<file path="src/rtl/kdc_pkg.sv">
// shared types and constants of the key double-click classifier
// no dependencies; imported by kdc_core, kdc_out_fifo and the top level
package kdc_pkg;

  localparam int unsigned KeyCountDefault    = 8;
  localparam logic [15:0] ClickWindowReset   = 16'd30;
  localparam int unsigned OutDepth           = 4;

  typedef enum logic {
    REQ_REPORT = 1'b0,
    REQ_TICK   = 1'b1
  } kdc_req_e;

  typedef enum logic [1:0] {
    RAW_RELEASE = 2'd0,
    RAW_PRESS   = 2'd1,
    RAW_LONG    = 2'd2,
    RAW_REPEAT  = 2'd3
  } kdc_raw_e;

  typedef enum logic [2:0] {
    EV_DOWN    = 3'd0,
    EV_UP      = 3'd1,
    EV_LONG    = 3'd2,
    EV_REPEAT  = 3'd3,
    EV_RELEASE = 3'd4,
    EV_DOUBLE  = 3'd5
  } kdc_event_e;

  typedef struct packed {
    logic [2:0] key;
    kdc_event_e event_code;
    logic       last;
  } kdc_result_t;

  // results of one request, pushed together into the output queue
  typedef struct packed {
    logic [1:0]  count;
    kdc_result_t first;
    kdc_result_t second;
  } kdc_push_t;

endpackage

</file>
<file path="src/rtl/kdc_core.sv">
// classification logic and hold state of the key double-click classifier
// depends on kdc_pkg
module kdc_core #(
  parameter int unsigned KEY_COUNT = kdc_pkg::KeyCountDefault
) (
  input  logic              clk_i,
  input  logic              rst_ni,
  input  logic              accept_i,
  input  logic              req_type_i,
  input  logic [2:0]        key_index_i,
  input  logic [1:0]        raw_state_i,
  input  logic [15:0]       click_window_i,
  output kdc_pkg::kdc_push_t push_o
);
  import kdc_pkg::*;

  logic [2:0]  held_key_q, held_key_d;
  logic        held_valid_q, held_valid_d;
  logic [15:0] elapsed_q, elapsed_d;
  logic        running_q, running_d;
  logic        double_q, double_d;
  logic        long_seen_q, long_seen_d;

  kdc_push_t   push;
  kdc_event_e  ev;
  logic        same;
  logic        key_ok;
  logic [15:0] elapsed_inc;

  assign key_ok = 32'(key_index_i) < 32'(KEY_COUNT);
  assign same   = held_valid_q && (held_key_q == key_index_i);
  assign elapsed_inc = (elapsed_q == 16'hFFFF) ? elapsed_q : elapsed_q + 16'd1;

  always_comb begin
    held_key_d   = held_key_q;
    held_valid_d = held_valid_q;
    elapsed_d    = elapsed_q;
    running_d    = running_q;
    double_d     = double_q;
    long_seen_d  = long_seen_q;
    push         = '0;
    ev           = EV_REPEAT;

    unique case (kdc_raw_e'(raw_state_i))
      RAW_RELEASE: ev = long_seen_q ? EV_RELEASE : EV_UP;
      RAW_PRESS:   ev = EV_DOWN;
      RAW_LONG:    ev = EV_LONG;
      RAW_REPEAT:  ev = EV_REPEAT;
      default:     ev = EV_REPEAT;
    endcase

    if (kdc_req_e'(req_type_i) == REQ_TICK) begin
      if (running_q && held_valid_q) begin
        elapsed_d = elapsed_inc;
        if (elapsed_inc >= click_window_i) begin
          push.count = 2'd1;
          push.first = '{key: held_key_q, event_code: EV_UP, last: 1'b0};
          held_valid_d = 1'b0;
          running_d    = 1'b0;
          double_d     = 1'b0;
          elapsed_d    = '0;
        end
      end
    end else if (key_ok) begin
      unique case (kdc_raw_e'(raw_state_i))
        RAW_RELEASE, RAW_PRESS: long_seen_d = 1'b0;
        RAW_LONG:               long_seen_d = 1'b1;
        default:                long_seen_d = long_seen_q;
      endcase

      if (ev == EV_UP || ev == EV_RELEASE) begin
        if (same && double_q) begin
          push.count = 2'd1;
          push.first = '{key: key_index_i, event_code: EV_DOUBLE, last: 1'b0};
          held_valid_d = 1'b0;
          running_d    = 1'b0;
          double_d     = 1'b0;
          elapsed_d    = '0;
        end else if (ev == EV_UP) begin
          // another key was held: its up goes out now
          if (held_valid_q && !same) begin
            push.count = 2'd1;
            push.first = '{key: held_key_q, event_code: EV_UP, last: 1'b0};
          end
          held_key_d   = key_index_i;
          held_valid_d = 1'b1;
          elapsed_d    = '0;
          running_d    = 1'b1;
          double_d     = 1'b0;
        end else begin
          if (held_valid_q) begin
            push.count  = 2'd2;
            push.first  = '{key: held_key_q, event_code: EV_UP, last: 1'b0};
            push.second = '{key: key_index_i, event_code: EV_RELEASE, last: 1'b0};
          end else begin
            push.count = 2'd1;
            push.first = '{key: key_index_i, event_code: EV_RELEASE, last: 1'b0};
          end
          held_valid_d = 1'b0;
          running_d    = 1'b0;
          double_d     = 1'b0;
          elapsed_d    = '0;
        end
      end else if (ev == EV_DOWN) begin
        if (same && (double_q || elapsed_q <= click_window_i)) begin
          double_d  = 1'b1;
          running_d = 1'b0;
        end else begin
          if (held_valid_q) begin
            push.count  = 2'd2;
            push.first  = '{key: held_key_q, event_code: EV_UP, last: 1'b0};
            push.second = '{key: key_index_i, event_code: EV_DOWN, last: 1'b0};
          end else begin
            push.count = 2'd1;
            push.first = '{key: key_index_i, event_code: EV_DOWN, last: 1'b0};
          end
          held_valid_d = 1'b0;
          running_d    = 1'b0;
          double_d     = 1'b0;
          elapsed_d    = '0;
        end
      end else if (!(same && double_q)) begin
        push.count = 2'd1;
        push.first = '{key: key_index_i, event_code: ev, last: 1'b0};
      end
    end

    push.first.last  = (push.count == 2'd1);
    push.second.last = 1'b1;
  end

  assign push_o = accept_i ? push : '0;

  always_ff @(posedge clk_i or negedge rst_ni) begin
    if (!rst_ni) begin
      held_key_q   <= '0;
      held_valid_q <= 1'b0;
      elapsed_q    <= '0;
      running_q    <= 1'b0;
      double_q     <= 1'b0;
      long_seen_q  <= 1'b0;
    end else if (accept_i) begin
      held_key_q   <= held_key_d;
      held_valid_q <= held_valid_d;
      elapsed_q    <= elapsed_d;
      running_q    <= running_d;
      double_q     <= double_d;
      long_seen_q  <= long_seen_d;
    end
  end

endmodule

</file>
<file path="src/rtl/kdc_out_fifo.sv">
// result queue: takes up to two results a cycle, hands out one while out_ready_i is high
// depends on kdc_pkg
module kdc_out_fifo (
  input  logic                 clk_i,
  input  logic                 rst_ni,
  input  kdc_pkg::kdc_push_t   push_i,
  output logic                 room_o,
  output logic                 out_valid_o,
  input  logic                 out_ready_i,
  output kdc_pkg::kdc_result_t out_data_o
);
  import kdc_pkg::*;

  localparam int unsigned PtrW = $clog2(OutDepth);
  localparam int unsigned CntW = $clog2(OutDepth + 1);

  kdc_result_t         mem_q [OutDepth];
  logic [PtrW-1:0]     wr_ptr_q, wr_ptr_d;
  logic [PtrW-1:0]     rd_ptr_q, rd_ptr_d;
  logic [CntW-1:0]     count_q, count_d;
  logic                pop;
  logic [PtrW-1:0]     wr_next;

  assign pop         = out_valid_o && out_ready_i;
  assign out_valid_o = count_q != '0;
  assign out_data_o  = mem_q[rd_ptr_q];
  // room for a full two-result request
  assign room_o      = count_q <= CntW'(OutDepth - 2);
  assign wr_next     = wr_ptr_q + PtrW'(1);

  assign wr_ptr_d = wr_ptr_q + PtrW'(push_i.count);
  assign rd_ptr_d = rd_ptr_q + PtrW'(pop);
  assign count_d  = count_q + CntW'(push_i.count) - CntW'(pop);

  always_ff @(posedge clk_i) begin
    if (push_i.count != 2'd0) begin
      mem_q[wr_ptr_q] <= push_i.first;
    end
    if (push_i.count == 2'd2) begin
      mem_q[wr_next] <= push_i.second;
    end
  end

  always_ff @(posedge clk_i or negedge rst_ni) begin
    if (!rst_ni) begin
      wr_ptr_q <= '0;
      rd_ptr_q <= '0;
      count_q  <= '0;
    end else begin
      wr_ptr_q <= wr_ptr_d;
      rd_ptr_q <= rd_ptr_d;
      count_q  <= count_d;
    end
  end

endmodule

</file>
<file path="src/rtl/key_double_click_classifier.sv">
// top level of the key double-click classifier
// depends on kdc_pkg, kdc_core and kdc_out_fifo
//
// Turns keypad reports and time ticks into key events (down, up, long press,
// repeat, release, double click). The first up of a key is held back for
// click_window ticks; a second press of the same key inside the window
// suppresses its down, long press and repeat, and its next up or release
// comes out as a double click. A held up leaves when the window expires or
// when another key goes down, up or releases. Classification and the hold
// state update happen in the cycle that accepts a request, and any resulting
// events (at most two) go into a four-entry result queue that feeds the
// output channel one event per cycle while out_ready_i is high; the events
// of a request leave the queue after any earlier events, in order.
// Requests are taken every cycle while the queue has room for two events; a
// run of two-event requests outpaces the one-event-per-cycle output, and
// in_ready_o then stays low until two queue entries are free again.
// last_of_run_o marks the final event of each request.
// Reports with a key at or above KEY_COUNT are dropped. click_window is
// written through the cfg channel, always ready, and resets to 30.
module key_double_click_classifier #(
  parameter int unsigned KEY_COUNT = kdc_pkg::KeyCountDefault
) (
  input  logic        clk_i,
  input  logic        rst_ni,
  // request channel
  input  logic        in_valid_i,
  output logic        in_ready_o,
  input  logic        req_type_i,
  input  logic [2:0]  key_index_i,
  input  logic [1:0]  raw_state_i,
  // event channel
  output logic        out_valid_o,
  input  logic        out_ready_i,
  output logic [2:0]  out_key_o,
  output logic [2:0]  out_event_o,
  output logic        last_of_run_o,
  // click window register
  input  logic        cfg_valid_i,
  output logic        cfg_ready_o,
  input  logic [15:0] click_window_i
);
  import kdc_pkg::*;

  logic [15:0] click_window_q;
  logic        accept;
  kdc_push_t   push;
  kdc_result_t result;

  assign cfg_ready_o = 1'b1;

  // window length register
  always_ff @(posedge clk_i or negedge rst_ni) begin
    if (!rst_ni) begin
      click_window_q <= ClickWindowReset;
    end else if (cfg_valid_i) begin
      click_window_q <= click_window_i;
    end
  end

  assign accept = in_valid_i && in_ready_o;

  // classification and hold state
  kdc_core #(
    .KEY_COUNT (KEY_COUNT)
  ) u_core (
    .clk_i          (clk_i),
    .rst_ni         (rst_ni),
    .accept_i       (accept),
    .req_type_i     (req_type_i),
    .key_index_i    (key_index_i),
    .raw_state_i    (raw_state_i),
    .click_window_i (click_window_q),
    .push_o         (push)
  );

  // result queue decoupling the output side
  kdc_out_fifo u_out_fifo (
    .clk_i       (clk_i),
    .rst_ni      (rst_ni),
    .push_i      (push),
    .room_o      (in_ready_o),
    .out_valid_o (out_valid_o),
    .out_ready_i (out_ready_i),
    .out_data_o  (result)
  );

  assign out_key_o     = result.key;
  assign out_event_o   = result.event_code;
  assign last_of_run_o = result.last;

endmodule
</file>
<file path="config.mk">
export PLATFORM = sky130hd
export DESIGN_NAME = key_double_click_classifier
export DESIGN_NICKNAME = d
export VERILOG_FILES = /design/src/rtl/kdc_pkg.sv /design/src/rtl/kdc_core.sv /design/src/rtl/kdc_out_fifo.sv /design/src/rtl/key_double_click_classifier.sv
export SDC_FILE = /design/constraint.sdc
export NUM_CORES = 1
export LEC_CHECK = 0
export ABC_AREA = 0
export BUFFER_PORTS_ARGS = -buffer_cell sky130_fd_sc_hd__buf_4
export CAP_MARGIN = 20
export CORE_MARGIN = 2
export CORE_UTILIZATION = 40
export CTS_BUF_LIST = sky130_fd_sc_hd__clkbuf_8
export CTS_CLUSTER_DIAMETER = 30
export DETAILED_ROUTE_END_ITERATION = 8
export SYNTH_ARGS = -nofsm -noshare
export SYNTH_HDL_FRONTEND = slang
export SYNTH_SLANG_ARGS = --single-unit
export TNS_END_PERCENT = 50
</file>
<file path="constraint.sdc">
create_clock -name clk_i -period 6.5 [get_ports clk_i]
set_input_delay 0.325 -clock clk_i [delete_from_list [all_inputs] [get_ports clk_i]]
set_output_delay 0.325 -clock clk_i [all_outputs]
set_load 0.005 [all_outputs]
</file>
* Yosys cells after proc, flatten, opt, wreduce, memory -nomap -nowiden *
Memories as Yosys holds them, arrays and structs flattened.
Index checks and enable logic that the tools add are counted.

word-level totals
  input port bits = 27
  memories kept = 1
  bits in latches = 0
  bits in read-only memories = 0
  register bits after elaboration = 46
  memory bits (writable) = 28

memory list
  name              words  width  rd ports  clocked after memory_dff  wr ports  line                RTL
  u_out_fifo.mem_q  4      7      1         0                         2         kdc_out_fifo.sv:17  kdc_result_t mem_q [OutDepth];

cells by class
  bitwise gates (word level) = 2
  reduce and logical (&&, ||, !) cells = 22
  order comparisons = 3
  shift operators = 0
  $add $sub $neg = 6
  equal/unequal tests = 12
  mux-type cells = 48
  div/mod/pow operators = 0
  multiply operators = 0

operators by type and width
  operator                                                count
  2-to-1 mux 16 bit                                       10
  2-to-1 mux 9 bit                                        6
  2-to-1 mux 7 bit                                        6
  2-to-1 mux 8 bit                                        4
  2-to-1 mux 1 bit                                        19
  adder 16 x 1 -> 16 bit (second input constant)          1
  == test 16 bit (second input constant)                  1
  >= comparator 16 bit                                    1
  <= comparator 16 bit                                    1
  one-hot mux 3 bit (4 select lines)                      1
  AND reduction 5 bit                                     2
  AND reduction 4 bit                                     2
  logical AND 1 bit                                       7
  == test 2 bit (second input constant)                   3
  nonzero test 3 bit                                      2
  == test 2 x 1 -> 1 bit (second input constant)          2
  inequality test 2 x 1 -> 1 bit (second input constant)  2
  nonzero test 2 bit                                      2
  adder 3 x 2 -> 3 bit                                    1
  == test 3 x 1 -> 1 bit (second input constant)          1
  == test 3 bit                                           1
  == test 3 bit (second input constant)                   1
  <= comparator 3 x 2 -> 1 bit (second input constant)    1
  logical NOT 3 bit                                       1
  13 further kinds                                        15

* Longest topological paths before layout *
Gate-level depths: netlist of run 1.

  word-level depth = 14
  mapped depth = 22

* Cells and area by module *
From an unflattened synthesis of run 1, not the netlist that was laid out.

unflattened totals
  cells, all modules = 483
  area total of the unflattened synthesis = 5183.7 µm²

modules (own cells, without submodules)
  module                       cells an instance  sequential area each (µm²)  instances  area an instance (µm²)
  kdc_core                     336                575.6                       1          2690.1
  kdc_out_fifo                 110                1016.0                      1          1821.7
  key_double_click_classifier  37                 405.4                       1          671.9

* Least setup slack after synthesis of run 1 *
OpenSTA, ideal clock, no wires.

  path type = flip-flop to flip-flop
  start = register u_core.elapsed_q[4]
  end = register u_out_fifo.count_q[2]
  slack = 1.965 ns
  path buffers = 3
  arrival time = 4.412 ns
  required time = 6.377 ns
  cell stages (with the launch flop) = 23
  period minus slack after synthesis = 4.535 ns
  path through = dfrtp_1 buf_4 nand4_1 or4_1 buf_2 or3_1 and2_1 nand2_1 xnor2_1 ha_1 a211o_1 nor2_1 a211oi_1 o22a_1 nand3_1 buf_2 ha_1 inv_1 ha_1 inv_1 fa_1 xor2_1 xnor2_1

on the way
  word-level cells in the longest chain between the ends = 10
  elaborated cells between the ends (all ways) = 16
  those cells by class = add/sub: 3; order compare: 2; eq/ne: 1; mux: 8; reduce/logical: 2

ends and longest elaborated chain
  element                                                         line                RTL
  start, declared                                                 kdc_core.sv:19      logic [15:0] elapsed_q, elapsed_d;
  start signal, assigned                                          kdc_core.sv:145     elapsed_q <= elapsed_d;
  branches (longest 6 deep; another with adder 16 x 1 -> 16 bit)  n/a
  2-to-1 mux 9 bit (*)                                            kdc_core.sv:52      if (kdc_req_e'(req_type_i) == REQ_TICK) begin
  2-to-1 mux 16 bit (*)                                           kdc_core.sv:132     assign push_o = accept_i ? push : '0;
  adder 3 x 2 -> 3 bit (*)                                        kdc_out_fifo.sv:33  assign count_d = count_q + CntW'(push_i.count) - CntW'(pop);
  subtractor 3 x 1 -> 3 bit (*)                                   kdc_out_fifo.sv:33
  via u_out_fifo.count_d[2]                                       kdc_out_fifo.sv:20  logic [CntW-1:0] count_q, count_d;
  end signal, assigned                                            kdc_out_fifo.sv:52  count_q <= count_d;
  end, declared                                                   kdc_out_fifo.sv:20

Mark *: on every way through the listed nets, which the timed path passes.
A chain may end at the register's enable or synchronous reset.

* Final worst setup path of run 1 *
  start = register u_core.elapsed_q[1]
  end = register u_out_fifo.count_q[2]

Same word-level chain as after synthesis.

==> summary.txt, run 1 <==
Outcome
  • Outcome: finished clean

Power and ir drop
  • PwrDens: roughly 280 nW/µm²
  • P_int: 929 µW
  • VDD IR max: ~0.00009 V
  • Leakage: roughly 0.0023 µW
  • P_sw: roughly 570 µW
  • Sw Ratio: 0.380
  • Clock share of power: 0.222
  • Reg power frac: 0.443
  • Combinational share of power: 0.335

Yosys
  • Dominant synthesized flop cell: dfrtp_1
  • Largest family of logic cells by synthesized area: compound AO/OA/AOI/OAI gates
  • Synth cell types: 66
  • Ys async rst share: 0.622
  • Post-Synth XOR/XNOR Area: 0.0304
  • Synth warn: 0
  • Post-synthesis cell area: 4900 µm²
  • Syn avg cell area: between 9 and 10 µm²
  • EDFF count, synth: 20
  • Mapped Cells: a little over 500
  • Adder-Cell Fraction of Synth Area: 0.101
  • Seq cells post-synth: 74
  • Post-synthesis mux area share: 0.0623
  • Synth Area in Simple Gates: 0.157
  • Sequential share of the synthesized area: 0.391
  • Post-synthesis compound-gate area fraction: 0.207
  • Syn nets: a little under 600

Worst setup path
  • FF-to-FF Start: u_core.elapsed_q[1]
  • Crit path from: u_core.elapsed_q[1]
  • Max FO, Critical Path: 14
  • Setup crit start kind: flip-flop
  • Worst R2R End: u_out_fifo.count_q[2]
  • Critical Path RT: 6.79 ns
  • Setup CP Type: reg -> reg
  • FF-to-FF setup slack: about 0.8 ns
  • CP Capture Type: flip-flop
  • Crit path capture: u_out_fifo.count_q[2]
  • Arrival @ worst endpoint: about 6 ns
  • Worst r2r path cells: 20

Global route
  • Initial antenna violation count: 0
  • Number of global-route vias before repair: about 3800
  • Gr usage total: 0.189
  • First-pass GRT wire length: between 15000 and 20000 µm
  • Largest net degree at the start of global routing: 47
  • Total congestion overflow: 0

Place
  • Placed cell area: around 5200 µm²
  • PortBufs: 35
  • Pre-CTS setup slack: 0.923 ns
  • Final RePlAce weighted congestion: ~0.87
  • Placed instance count: between 600 and 700
  • DP HPWL: about 8500 µm

Die
  • Die area: about 13000 µm²
  • I/O pin count: 37
  • Die width: between 100 and 150 µm
  • Total core area: around 12000 µm²
  • # rows: 40
  • Initial core utilization: 0.409
  • Die H: between 100 and 150 µm

Final layout
  • Final core utilization: 0.454
  • Diodes inserted: 0
  • Layout area overhead: 10.8%
  • Layout cells sized above 1: 0.158
  • Non-Filler Instances: a little under 700
  • Fin nets: 600
  • Layout Cell Area excl Fill: about 5400 µm²
  • Fillers: approximately 1100

STA
  • Final Cycle Share: 0.875
  • Slew margin rel.: 0.520
  • Achievable clock frequency: between 150 and 200 MHz
  • RSZ-0062 raised after global routing: no
  • Worst clock skew: roughly 0.013 ns
  • Final hold vios: 0
  • Setup TNS: 0 ns
  • Worst Max-Slew Pin Slew: just over 0.7 ns
  • Slew Limit Fails: 0
  • Final Critical Period: around 5.7 ns
  • # setup viols final: 0
  • Final WS setup: 0.812 ns

Routing
  • Number of remaining DRC errors: 0
  • Vias: 3935
  • DRT Pass-1 Iters: 5
  • Drt wl/cell: 16.8 µm
  • Routed Antenna Nets: 0
  • Routed vias/inst: 5.74
  • WL final: between 10000 and 15000 µm
  • DRT iter0 DRCs: about 380

Clock tree
  • CTS tree: built
  • CTS sink cnt: 74
  • Deepest clock path buffer count: 2
  • Post-CTS sizing: 0
  • Clk slew on worst S/H paths: 0.09 ns
  • Num CTS Buffers: 9
  • Htree depth: 3
  • Clock Latency Late Sink: about 0.36 ns
  • Clk root buf: clkbuf_8

Min path
  • Worst hold path type: in -> reg

Job
  • Max_cap viols: 0
==> synth_stat cells (3+ instances only) <==
cell / instances / area [µm²]
or2_2: 5 / 31.3
mux4_2: 7 / 158
a21o_1: 5 / 37.5
nand4_1: 7 / 43.8
edfxtp_1: 20 / 601
o211ai_1: 3 / 22.5
a21oi_2: 4 / 35.0
o21a_1: 4 / 30.0
a21boi_0: 3 / 22.5
nand2_1: 57 / 214
a21oi_1: 18 / 90.1
o21ai_0: 48 / 240
nor4_1: 4 / 25.0
o2111ai_1: 3 / 26.3
and3_1: 5 / 31.3
mux2_2: 6 / 67.6
mux2i_1: 8 / 80.1
ha_1: 38 / 475
dfxtp_1: 8 / 160
clkbuf_1: 16 / 60.1
a211oi_1: 6 / 45.0
nor2_1: 26 / 97.6
nor2b_1: 6 / 37.5
a22o_1: 15 / 131
buf_2: 6 / 30.0
nand2b_1: 9 / 56.3
xnor2_1: 8 / 70.1
dfrtp_1: 42 / 1050
and2_1: 5 / 31.3
dfstp_2: 4 / 105
nor3_1: 10 / 50.1
inv_1: 33 / 124
xor2_1: 9 / 78.8
nand3_1: 16 / 80.1
o31ai_1: 8 / 60.1
==> metrics by stage <==
step | power, µW | hold WS [ns]
floorplan | 1000 | 0.0294
global placement | 1160 | 0.373
detailed placement | 1170 | 0.385
CTS | 1510 | 0.150
global route | 1610 | 0.176
finish | 1500 | 0.161
==> cells by family (layout without fill, tap and decap cells) <==
group,Yosys count,after routing
AND/OR/NAND/NOR,159,159
adder cells (fa/ha/maj),39,39
AO/OA/AOI/OAI,141,141
buffers and inverters,60,87
XOR/XNOR,17,17
other,1,1
flip-flops,74,74
multiplexers,21,21
==> power groups by stage <==
| stage | sequential, µW | combinational [µW] | clock (µW) |
|---|---|---|---|
| 4_1_cts | 664 | 503 | 342 |
| 6_report | 664 | 502 | 333 |
| 5_1_grt | 682 | 566 | 363 |
| 2_1_floorplan | 599 | 404 | 0 |
| 3_3_place_gp | 671 | 487 | 0 |
| 3_5_place_dp | 674 | 499 | 0 |
==> flip-flops by register name, summed over array words and instances, names as in the netlist <==
signal	flops
u_out_fifo.mem_q	28
click_window_q	16
u_core.elapsed_q	16
u_core.held_key_q	3
u_out_fifo.count_q	3
u_out_fifo.rd_ptr_q	2
u_out_fifo.wr_ptr_q	2
u_core.double_q	1
u_core.held_valid_q	1
u_core.long_seen_q	1
u_core.running_q	1
==> worst min path at each step <==
stage	from	end	slack (ns)	cells after the start
global route	click_window_i[0]	click_window_q[0]	0.18	2
floorplan	rst_ni	click_window_q[0]	0.03	0
CTS	click_window_i[5]	click_window_q[5]	0.15	3
detailed placement	rst_ni	click_window_q[5]	0.38	1
global placement	rst_ni	click_window_q[6]	0.37	1
finish	click_window_i[5]	click_window_q[5]	0.16	3
==> area by class of cell <==
type                    instances  area (µm²)  area share
clock buffers                   9         124      0.0228
clock inverters                 7        53.8     0.00992
inverters                      34         128      0.0235
multi-input cells             378        2740       0.505
flip-flops and latches         74        1920       0.353
well taps                     147         184      0.0339
repair buffers                 37         280      0.0517
==> metal layers <==
layer,wire (µm),GRT usage,up-vias
li1,-,-,1916
met4,271,0.0724,0
met3,574,0.0328,20
met1,5680,0.275,1890
met2,5010,0.279,109
met5,0,0,-
==> timing repair <==
action                                  4_1_cts  5_1_grt
hold buffers                                  1        0
endpoints found under the hold margin        42        0
buffers inserted                              0        0
endpoints found under the setup margin        0        0
==> critical path: stages, from the launching register on <==
cell,delay [ns]
dfrtp_1,0.43
ha_1,0.21
nand3_1,0.22
or4_1,0.56
or3_1,0.46
and2_1,0.19
nand2_1,0.11
xnor2_1,0.09
ha_1,0.31
a211o_1,0.14
nor2_1,0.04
a211oi_1,0.33
o22a_1,0.56
nand3_1,0.54
ha_1,0.46
inv_1,0.06
ha_1,0.13
inv_1,0.04
fa_1,0.37
xor2_1,0.22
xnor2_1,0.15
==> placed cells by master (no fill, tap or decap), types with 7 or more instances in the layout <==
master / count
dfrtp_1: 42
o31ai_1: 8
nor3_1: 10
nand3_1: 16
nand2_1: 57
o21ai_0: 48
nor2_1: 26
nand2b_1: 9
a22o_1: 15
inv_1: 33
nand4_1: 7
edfxtp_1: 20
mux4_2: 7
buf_4: 36
xnor2_1: 8
xor2_1: 9
mux2i_1: 8
a21oi_1: 18
dfxtp_1: 8
ha_1: 38
clkbuf_8: 9
No activity file was read; power rests on OpenSTA's default activity.
==> run 2: changes to the inputs <==
--- a/config.mk
+++ b/config.mk
@@ -8,11 +8,11 @@
 export ABC_AREA = 0
 export BUFFER_PORTS_ARGS = -buffer_cell sky130_fd_sc_hd__buf_4
 export CAP_MARGIN = 20
-export CORE_MARGIN = 2
 export CORE_UTILIZATION = 40
 export CTS_BUF_LIST = sky130_fd_sc_hd__clkbuf_8
 export CTS_CLUSTER_DIAMETER = 30
 export DETAILED_ROUTE_END_ITERATION = 8
+export GPL_TIMING_DRIVEN = 0
 export SYNTH_ARGS = -nofsm -noshare
 export SYNTH_HDL_FRONTEND = slang
 export SYNTH_SLANG_ARGS = --single-unit
==> run 2 against run 1 <==
Clock skew fell by 0.0053 ns; hold slack improved by 0.011 ns; sequential power shrank 8.6%; highest routed layer unchanged; critical path depth up 1; clock power grew 23%; critical endpoint unchanged.
==> summary.txt, run 2 (synthesized netlist as in run 1, its figures left out) <==
Final layout
  • Leading cell type in the layout, fill and taps excluded: nand2_1 (unchanged)
  • Layout cells sized above 1: 0.160 (was 0.158)
  • Largest register FFs: 28 (unchanged)
  • Diodes inserted: 0 (unchanged)
  • Biggest register: u_out_fifo.mem_q (unchanged)
  • Layout Cell Area excl Fill: 5550 µm² (was 5430 µm²)
  • Multi-input gate area in the final layout: 2740 µm² (unchanged)
  • Fin nets: 622 (was 600)
  • Most frequent cells in the layout: 57 x nand2_1, 48 x o21ai_0, 42 x dfrtp_1 (unchanged)
  • Register area: 1920 µm² (unchanged)
  • Layout area overhead: 13.4% (was 10.8%)
  • Fillers: 1135 (was 1125)
  • Top Registers: u_out_fifo.mem_q x28, click_window_q x16, u_core.elapsed_q x16 (unchanged)

Power and ir drop
  • Reg power frac: 0.381 (was 0.443)
  • Leakage: 0.00236 µW (was 0.00229 µW)
  • Clock share of power: 0.257 (was 0.222)
  • PwrDens: 287 nW/µm² (was 276 nW/µm²)
  • VDD IR max: 0.000108 V (was 0.0000900 V)
  • Combinational share of power: 0.362 (was 0.335)
  • Sw Ratio: 0.361 (was 0.380)
  • P_int: 1020 µW (was 929 µW)
  • P_sw: 575 µW (was 570 µW)

Worst setup path
  • Critical Path RT: 6.75 ns (was 6.79 ns)
  • Setup crit start kind: flip-flop (unchanged)
  • CP Capture Type: flip-flop (unchanged)
  • Arrival @ worst endpoint: 5.54 ns (was 5.97 ns)
  • Worst r2r path cells: 21 (was 20)
  • Setup CP Type: reg -> reg (unchanged)
  • Max FO, Critical Path: 10 (was 14)

Clock tree
  • CTS tree: built (unchanged)
  • Clock Latency Late Sink: 0.36 ns (about the same)
  • Deepest clock path buffer count: 2 (unchanged)
  • Cts hold-fix bufs: 1 (unchanged)
  • Setup bufs post-CTS: 0 (unchanged)
  • Clk slew on worst S/H paths: 0.09 ns (about the same)
  • Num CTS Buffers: 9 (unchanged)
  • Clk root buf: clkbuf_8 (unchanged)
  • Post-CTS sizing: 0 (unchanged)
  • Htree depth: 3 (unchanged)
  • CTS sink cnt: 74 (unchanged)

Routing
  • Vias: 3992 (was 3935)
  • DRT Pass-1 Iters: 5 (unchanged)
  • Routed vias/inst: 5.64 (was 5.74)
  • Drt wl/cell: 17.2 µm (was 16.8 µm)
  • DRT iter0 DRCs: 335 (was 376)
  • WL final: 12200 µm (was 11500 µm)
  • Routed Antenna Nets: 0 (unchanged)
  • Number of remaining DRC errors: 0 (unchanged)

Outcome
  • Outcome: finished clean (unchanged)

STA
  • Worst clock skew: 0.00760 ns (was 0.0129 ns)
  • Final Critical Period: 5.29 ns (was 5.69 ns)
  • Achievable clock frequency: 189 MHz (was 176 MHz)
  • Slew Limit Fails: 0 (unchanged)
  • Slew margin rel.: 0.500 (was 0.520)
  • # setup viols final: 0 (unchanged)
  • Final Cycle Share: 0.814 (was 0.875)
  • Worst Max-Slew Pin Slew: 0.744 ns (was 0.721 ns)
  • Final hold slack: 0.172 ns (was 0.161 ns)
  • Setup TNS: 0 ns (unchanged)
  • Final hold vios: 0 (unchanged)
  • RSZ-0062 raised after global routing: no (unchanged)

Die
  • Die H: 113 µm (was 115 µm)
  • Initial core utilization: 0.409 (unchanged)
  • I/O pin count: 37 (unchanged)
  • Die width: 113 µm (was 115 µm)
  • Die area: 12700 µm² (was 13100 µm²)
  • # rows: 40 (unchanged)
  • Total core area: 12000 µm² (unchanged)

Global route
  • Number of global-route vias before repair: 3895 (was 3822)
  • Gr usage total: 0.207 (was 0.189)
  • First-pass GRT wire length: 20300 µm (was 19500 µm)
  • Largest net degree at the start of global routing: 47 (unchanged)
  • Initial antenna violation count: 0 (unchanged)
  • Total congestion overflow: 0 (unchanged)

Min path
  • WHS Path Cells: 3 (unchanged)
  • Worst hold path type: in -> reg (unchanged)

Place
  • Final RePlAce weighted congestion: 0.876 (was 0.866)
  • Placed cell area: 5320 µm² (was 5240 µm²)
  • DP HPWL: 9070 µm (was 8510 µm)
  • PortBufs: 32 (was 35)

Job
  • Max_cap viols: 0 (unchanged)
[run 2: cell count changes in the layout (fill, tap and decap cells not counted)]
cell and delta:
clkbuf_1 +16, buf_2 +6, buf_4 -2, bufinv_16 +2, clkinvlp_4 -2, buf_1 +1
clkbuf_2 +1, clkinv_4 -1, inv_6 +1
[run 2: area by class of cell]
cell class	instances	share of cell area
multi-input combinational	378	0.493
clock buffer	9	0.0223
sequential	74	0.345
buffer	26	0.0205
tap	147	0.0331
clock inverter	7	0.0178
timing repair buffer	33	0.0451
inverter	34	0.0230
[run 2: metrics by stage]
stage	utilization	power, µW	std cells	setup WS [ns]
after global placement	0.445	1170	691	1.30
after CTS	0.464	1600	708	1.27
after global routing	0.464	1700	708	0.922
after detailed placement	0.445	1190	691	1.29
final	0.464	1590	708	1.21
after floorplan	-	1000	512	1.97
[run 2: worst paths after layout]
kind                                         from                      to  slack, ns
min in group asynchronous                  rst_ni       click_window_q[7]       0.52
min reg2reg                u_out_fifo.mem_q[3][2]  u_out_fifo.mem_q[3][2]       0.48
max                           u_core.elapsed_q[1]   u_out_fifo.count_q[2]       1.21
max in group asynchronous                  rst_ni        u_core.running_q       5.56
max reg2reg                   u_core.elapsed_q[1]   u_out_fifo.count_q[2]       1.21
min                            click_window_i[12]      click_window_q[12]       0.17
[run 2: routing by layer]
layer | global-route usage | wire, µm | part of all wire | up-vias
li1 | - | - | - | 1960
met1 | 0.298 | 6040 | 0.50 | 1921
met2 | 0.321 | 5510 | 0.45 | 100
met4 | 0.0569 | 123 | 0.010 | 0
met5 | 0 | 0 | 0 | -
met3 | 0.0324 | 508 | 0.042 | 11
[run 2: worst max-delay path: stages (launching register included)]
cell and delay (ns):
dfrtp_1 0.42, ha_1 0.21, nand3_1 0.26, or4_1 0.50, buf_2 0.17, nor3_2 0.52, nor3_1 0.19, xor2_1 0.19
ha_1 0.33, a21o_1 0.18, a21oi_1 0.19, nand4b_1 0.12, o22a_1 0.30, nand3_1 0.16, buf_2 0.26, ha_1 0.27
inv_1 0.05, ha_1 0.12, inv_1 0.05, fa_1 0.37, xor2_1 0.16, xnor2_1 0.12
[run 2: power by group through the flow]
| stage | registers [µW] | clock network [µW] | logic, µW |
|---|---|---|---|
| after floorplan | 599 | 0 | 404 |
| after global placement | 612 | 0 | 561 |
| after detailed placement | 616 | 0 | 574 |
| after CTS | 606 | 419 | 578 |
| after global routing | 616 | 440 | 648 |
| final | 607 | 410 | 577 |
==> run 3: changes to the inputs <==
==> constraint.sdc (replaced) <==
create_clock -name clk_i -period 4.4 [get_ports clk_i]
set_input_delay 0.22 -clock clk_i [delete_from_list [all_inputs] [get_ports clk_i]]
set_output_delay 0.22 -clock clk_i [all_outputs]
set_load 0.005 [all_outputs]
==> run 3 against run 2 <==
Die area is the same; clock power grew 49%; non-clock buffer count grew 20; critical endpoint unchanged; critical path type unchanged; global-route usage grew 0.24 points; power grew 53%; count of clock-buffer cells in the layout is the same; sequential share of layout area shrank 1.7 points; final area grew 5.5%; sequential power grew 48%; sequential cell count is the same; maximum frequency grew 24%.
==> summary.txt, run 3 (synthesized netlist as in run 1, its figures left out) <==
Outcome
  • Outcome: finished clean (unchanged)

Worst setup path
  • Critical path, cell by cell: nand4_1 -> or4_4 -> or3_4 -> and2_4 -> nand2_4 -> xnor2_2 -> ha_1 -> a211o_1 -> nor2_2 -> a211oi_2 -> o22a_2 -> nand3_2 -> ha_4 -> inv_2 -> ha_4 -> inv_2 -> fa_2 -> xor2_2 -> xnor2_1 (was ha_1 -> nand3_1 -> or4_1 -> buf_2 -> nor3_2 -> nor3_1 -> xor2_1 -> ha_1 -> a21o_1 -> a21oi_1 -> nand4b_1 -> o22a_1 -> nand3_1 -> buf_2 -> ha_1 -> inv_1 -> ha_1 -> inv_1 -> fa_1 -> xor2_1 -> xnor2_1)
  • FF-to-FF Start: u_core.elapsed_q[6] (was u_core.elapsed_q[1])
  • Levels on crit path: 19 (was 21)
  • Critical path's slowest cell: or4_4 (was nor3_2)
  • Worst path buffer plus inverter count: 2 (was 4)
  • CP delay by family, top: simple AND/OR/NAND/NOR gates (unchanged)
  • Arrival @ worst endpoint: 4.53 ns (was 5.54 ns)
  • Worst R2R End: u_out_fifo.count_q[2] (unchanged)
  • Worst r2r path cells: 19 (was 21)
  • Setup crit start kind: flip-flop (unchanged)
  • CP Capture Type: flip-flop (unchanged)
  • Max FO, Critical Path: 4 (was 10)
  • Max stage delay on crit path: 0.59 ns (was 0.52 ns)
  • FF-to-FF setup slack: 0.12 ns (was 1.21 ns)
  • Critical Path RT: 4.65 ns (was 6.75 ns)
  • Setup CP Type: reg -> reg (unchanged)

Global route
  • Number of global-route vias before repair: 4027 (was 3895)
  • Total congestion overflow: 0 (unchanged)
  • First-pass GRT wire length: 20600 µm (was 20300 µm)
  • Initial antenna violation count: 0 (unchanged)
  • Gr usage total: 0.209 (was 0.207)
  • Largest net degree at the start of global routing: 47 (unchanged)

STA
  • Worst clock skew: 0.00647 ns (was 0.00760 ns)
  • Slew margin rel.: 0.544 (was 0.500)
  • Final Critical Period: 4.28 ns (was 5.29 ns)
  • # setup viols final: 0 (unchanged)
  • RSZ-0062 raised after global routing: no (unchanged)
  • Setup TNS: 0 ns (unchanged)
  • Achievable clock frequency: 234 MHz (was 189 MHz)
  • Worst Max-Slew Pin Slew: 0.679 ns (was 0.744 ns)
  • Slew Limit Fails: 0 (unchanged)
  • Final hold vios: 0 (unchanged)
  • Final Cycle Share: 0.973 (was 0.814)

Clock tree
  • CTS sink cnt: 74 (unchanged)
  • Clk root buf: clkbuf_8 (unchanged)
  • Deepest clock path buffer count: 2 (unchanged)
  • CTS tree: built (unchanged)
  • Htree depth: 3 (unchanged)
  • Clock Latency Late Sink: 0.36 ns (about the same)
  • Clk slew on worst S/H paths: 0.09 ns (about the same)
  • Num CTS Buffers: 9 (unchanged)

Min path
  • WHS Endpoint: click_window_q[6] (was click_window_q[12])
  • WHS Path Cells: 3 (unchanged)
  • Hold Path Origin: click_window_i[6] (was click_window_i[12])
  • Worst hold path type: in -> reg (unchanged)

Routing
  • Drt wl/cell: 17.7 µm (was 17.2 µm)
  • Routed vias/inst: 5.72 (was 5.64)
  • Number of remaining DRC errors: 0 (unchanged)
  • WL final: 12900 µm (was 12200 µm)
  • Vias: 4166 (was 3992)
  • Routed Antenna Nets: 0 (unchanged)
  • DRT Pass-1 Iters: 7 (was 5)
  • DRT iter0 DRCs: 315 (was 335)

Die
  • Die width: 113 µm (unchanged)
  • Die area: 12700 µm² (unchanged)
  • # rows: 40 (unchanged)
  • I/O pin count: 37 (unchanged)
  • Initial core utilization: 0.409 (unchanged)
  • Die H: 113 µm (unchanged)
  • Total core area: 12000 µm² (unchanged)

Final layout
  • Final core utilization: 0.490 (was 0.464)
  • Layout area overhead: 19.6% (was 13.4%)
  • Largest register FFs: 28 (unchanged)
  • Top Registers: u_out_fifo.mem_q x28, click_window_q x16, u_core.elapsed_q x16 (unchanged)
  • Layout cells sized above 1: 0.231 (was 0.160)
  • Most frequent cells in the layout: 56 x nand2_1, 54 x buf_4, 46 x o21ai_0 (was 57 x nand2_1, 48 x o21ai_0, 42 x dfrtp_1)
  • Layout Cell Area excl Fill: 5860 µm² (was 5550 µm²)
  • Diodes inserted: 0 (unchanged)
  • Fin nets: 642 (was 622)
  • Leading cell type in the layout, fill and taps excluded: nand2_1 (unchanged)
  • Biggest register: u_out_fifo.mem_q (unchanged)

Place
  • DP HPWL: 9120 µm (was 9070 µm)
  • Placed cell area: 5340 µm² (was 5320 µm²)
  • PortBufs: 32 (unchanged)
  • Final RePlAce weighted congestion: 0.880 (was 0.876)

Power and ir drop
  • Leakage: 0.00250 µW (was 0.00236 µW)
  • Final Power: 2440 µW (was 1590 µW)
  • VDD IR max: 0.000126 V (was 0.000108 V)
  • PwrDens: 416 nW/µm² (was 287 nW/µm²)

Job
  • Max_cap viols: 0 (unchanged)
## run 3: timing repair
| action | in CTS | in global routing |
|---|---|---|
| setup endpoints to repair | 53 | 22 |
| pin swaps | 17 | 13 |
| endpoints found under the hold margin | 42 | 0 |
| gates resized for setup | 24 | 12 |
| hold buffers | 1 | 0 |
| buffers inserted | 18 | 5 |
## run 3: tightest hold or removal path, cell delays in order
cell and delay [ns]:
buf_4 0.08, nand2_1 0.04, o21ai_0 0.05
## run 3: how the worst max path moves through the flow
stage / start / endpoint / slack, ns
final: u_core.elapsed_q[6] / u_out_fifo.count_q[2] / 0.12
after global routing: u_core.elapsed_q[4] / u_out_fifo.count_q[2] / 0.0003
after CTS: u_core.elapsed_q[4] / u_out_fifo.count_q[2] / -0.05
after detailed placement: u_core.elapsed_q[4] / u_out_fifo.count_q[2] / -0.72
after global placement: u_core.elapsed_q[1] / u_out_fifo.count_q[2] / -0.69
after floorplan: u_core.elapsed_q[4] / u_out_fifo.count_q[2] / 0.001
## run 3: per-layer routing
layer	up-vias	track usage	wire (µm)
li1	1997	-	-
met1	2045	0.293	6280
met3	17	0.0400	625
met2	107	0.324	5780
met4	0	0.0693	183
met5	-	0	0
## run 3: per-stage QoR
stage / instances / setup slack [ns] / hold slack [ns]
after floorplan: 512 / 0.000962 / -0.0756
after global routing: 728 / 0.000326 / 0.0626
after detailed placement: 691 / -0.718 / 0.284
after global placement: 691 / -0.690 / 0.277
final: 728 / 0.119 / 0.0673
after CTS: 726 / -0.0518 / 0.0575
## run 3: cell type report
type	instances	area, µm²
fill	1107	6100
clock buffer	9	124
clock inverter	7	100
tap	147	184
inverter	34	128
sequential	74	1920
multi-input combinational	378	2870
timing repair buffer	56	430
buffer	23	96.3
## run 3: power breakdown
group / total (µW) / internal, µW / switching (µW) / leakage [µW]
Clock: 612 / 324 / 288 / 0.000110
Sequential: 900 / 810 / 89.7 / 0.000827
Combinational: 927 / 414 / 513 / 0.00156
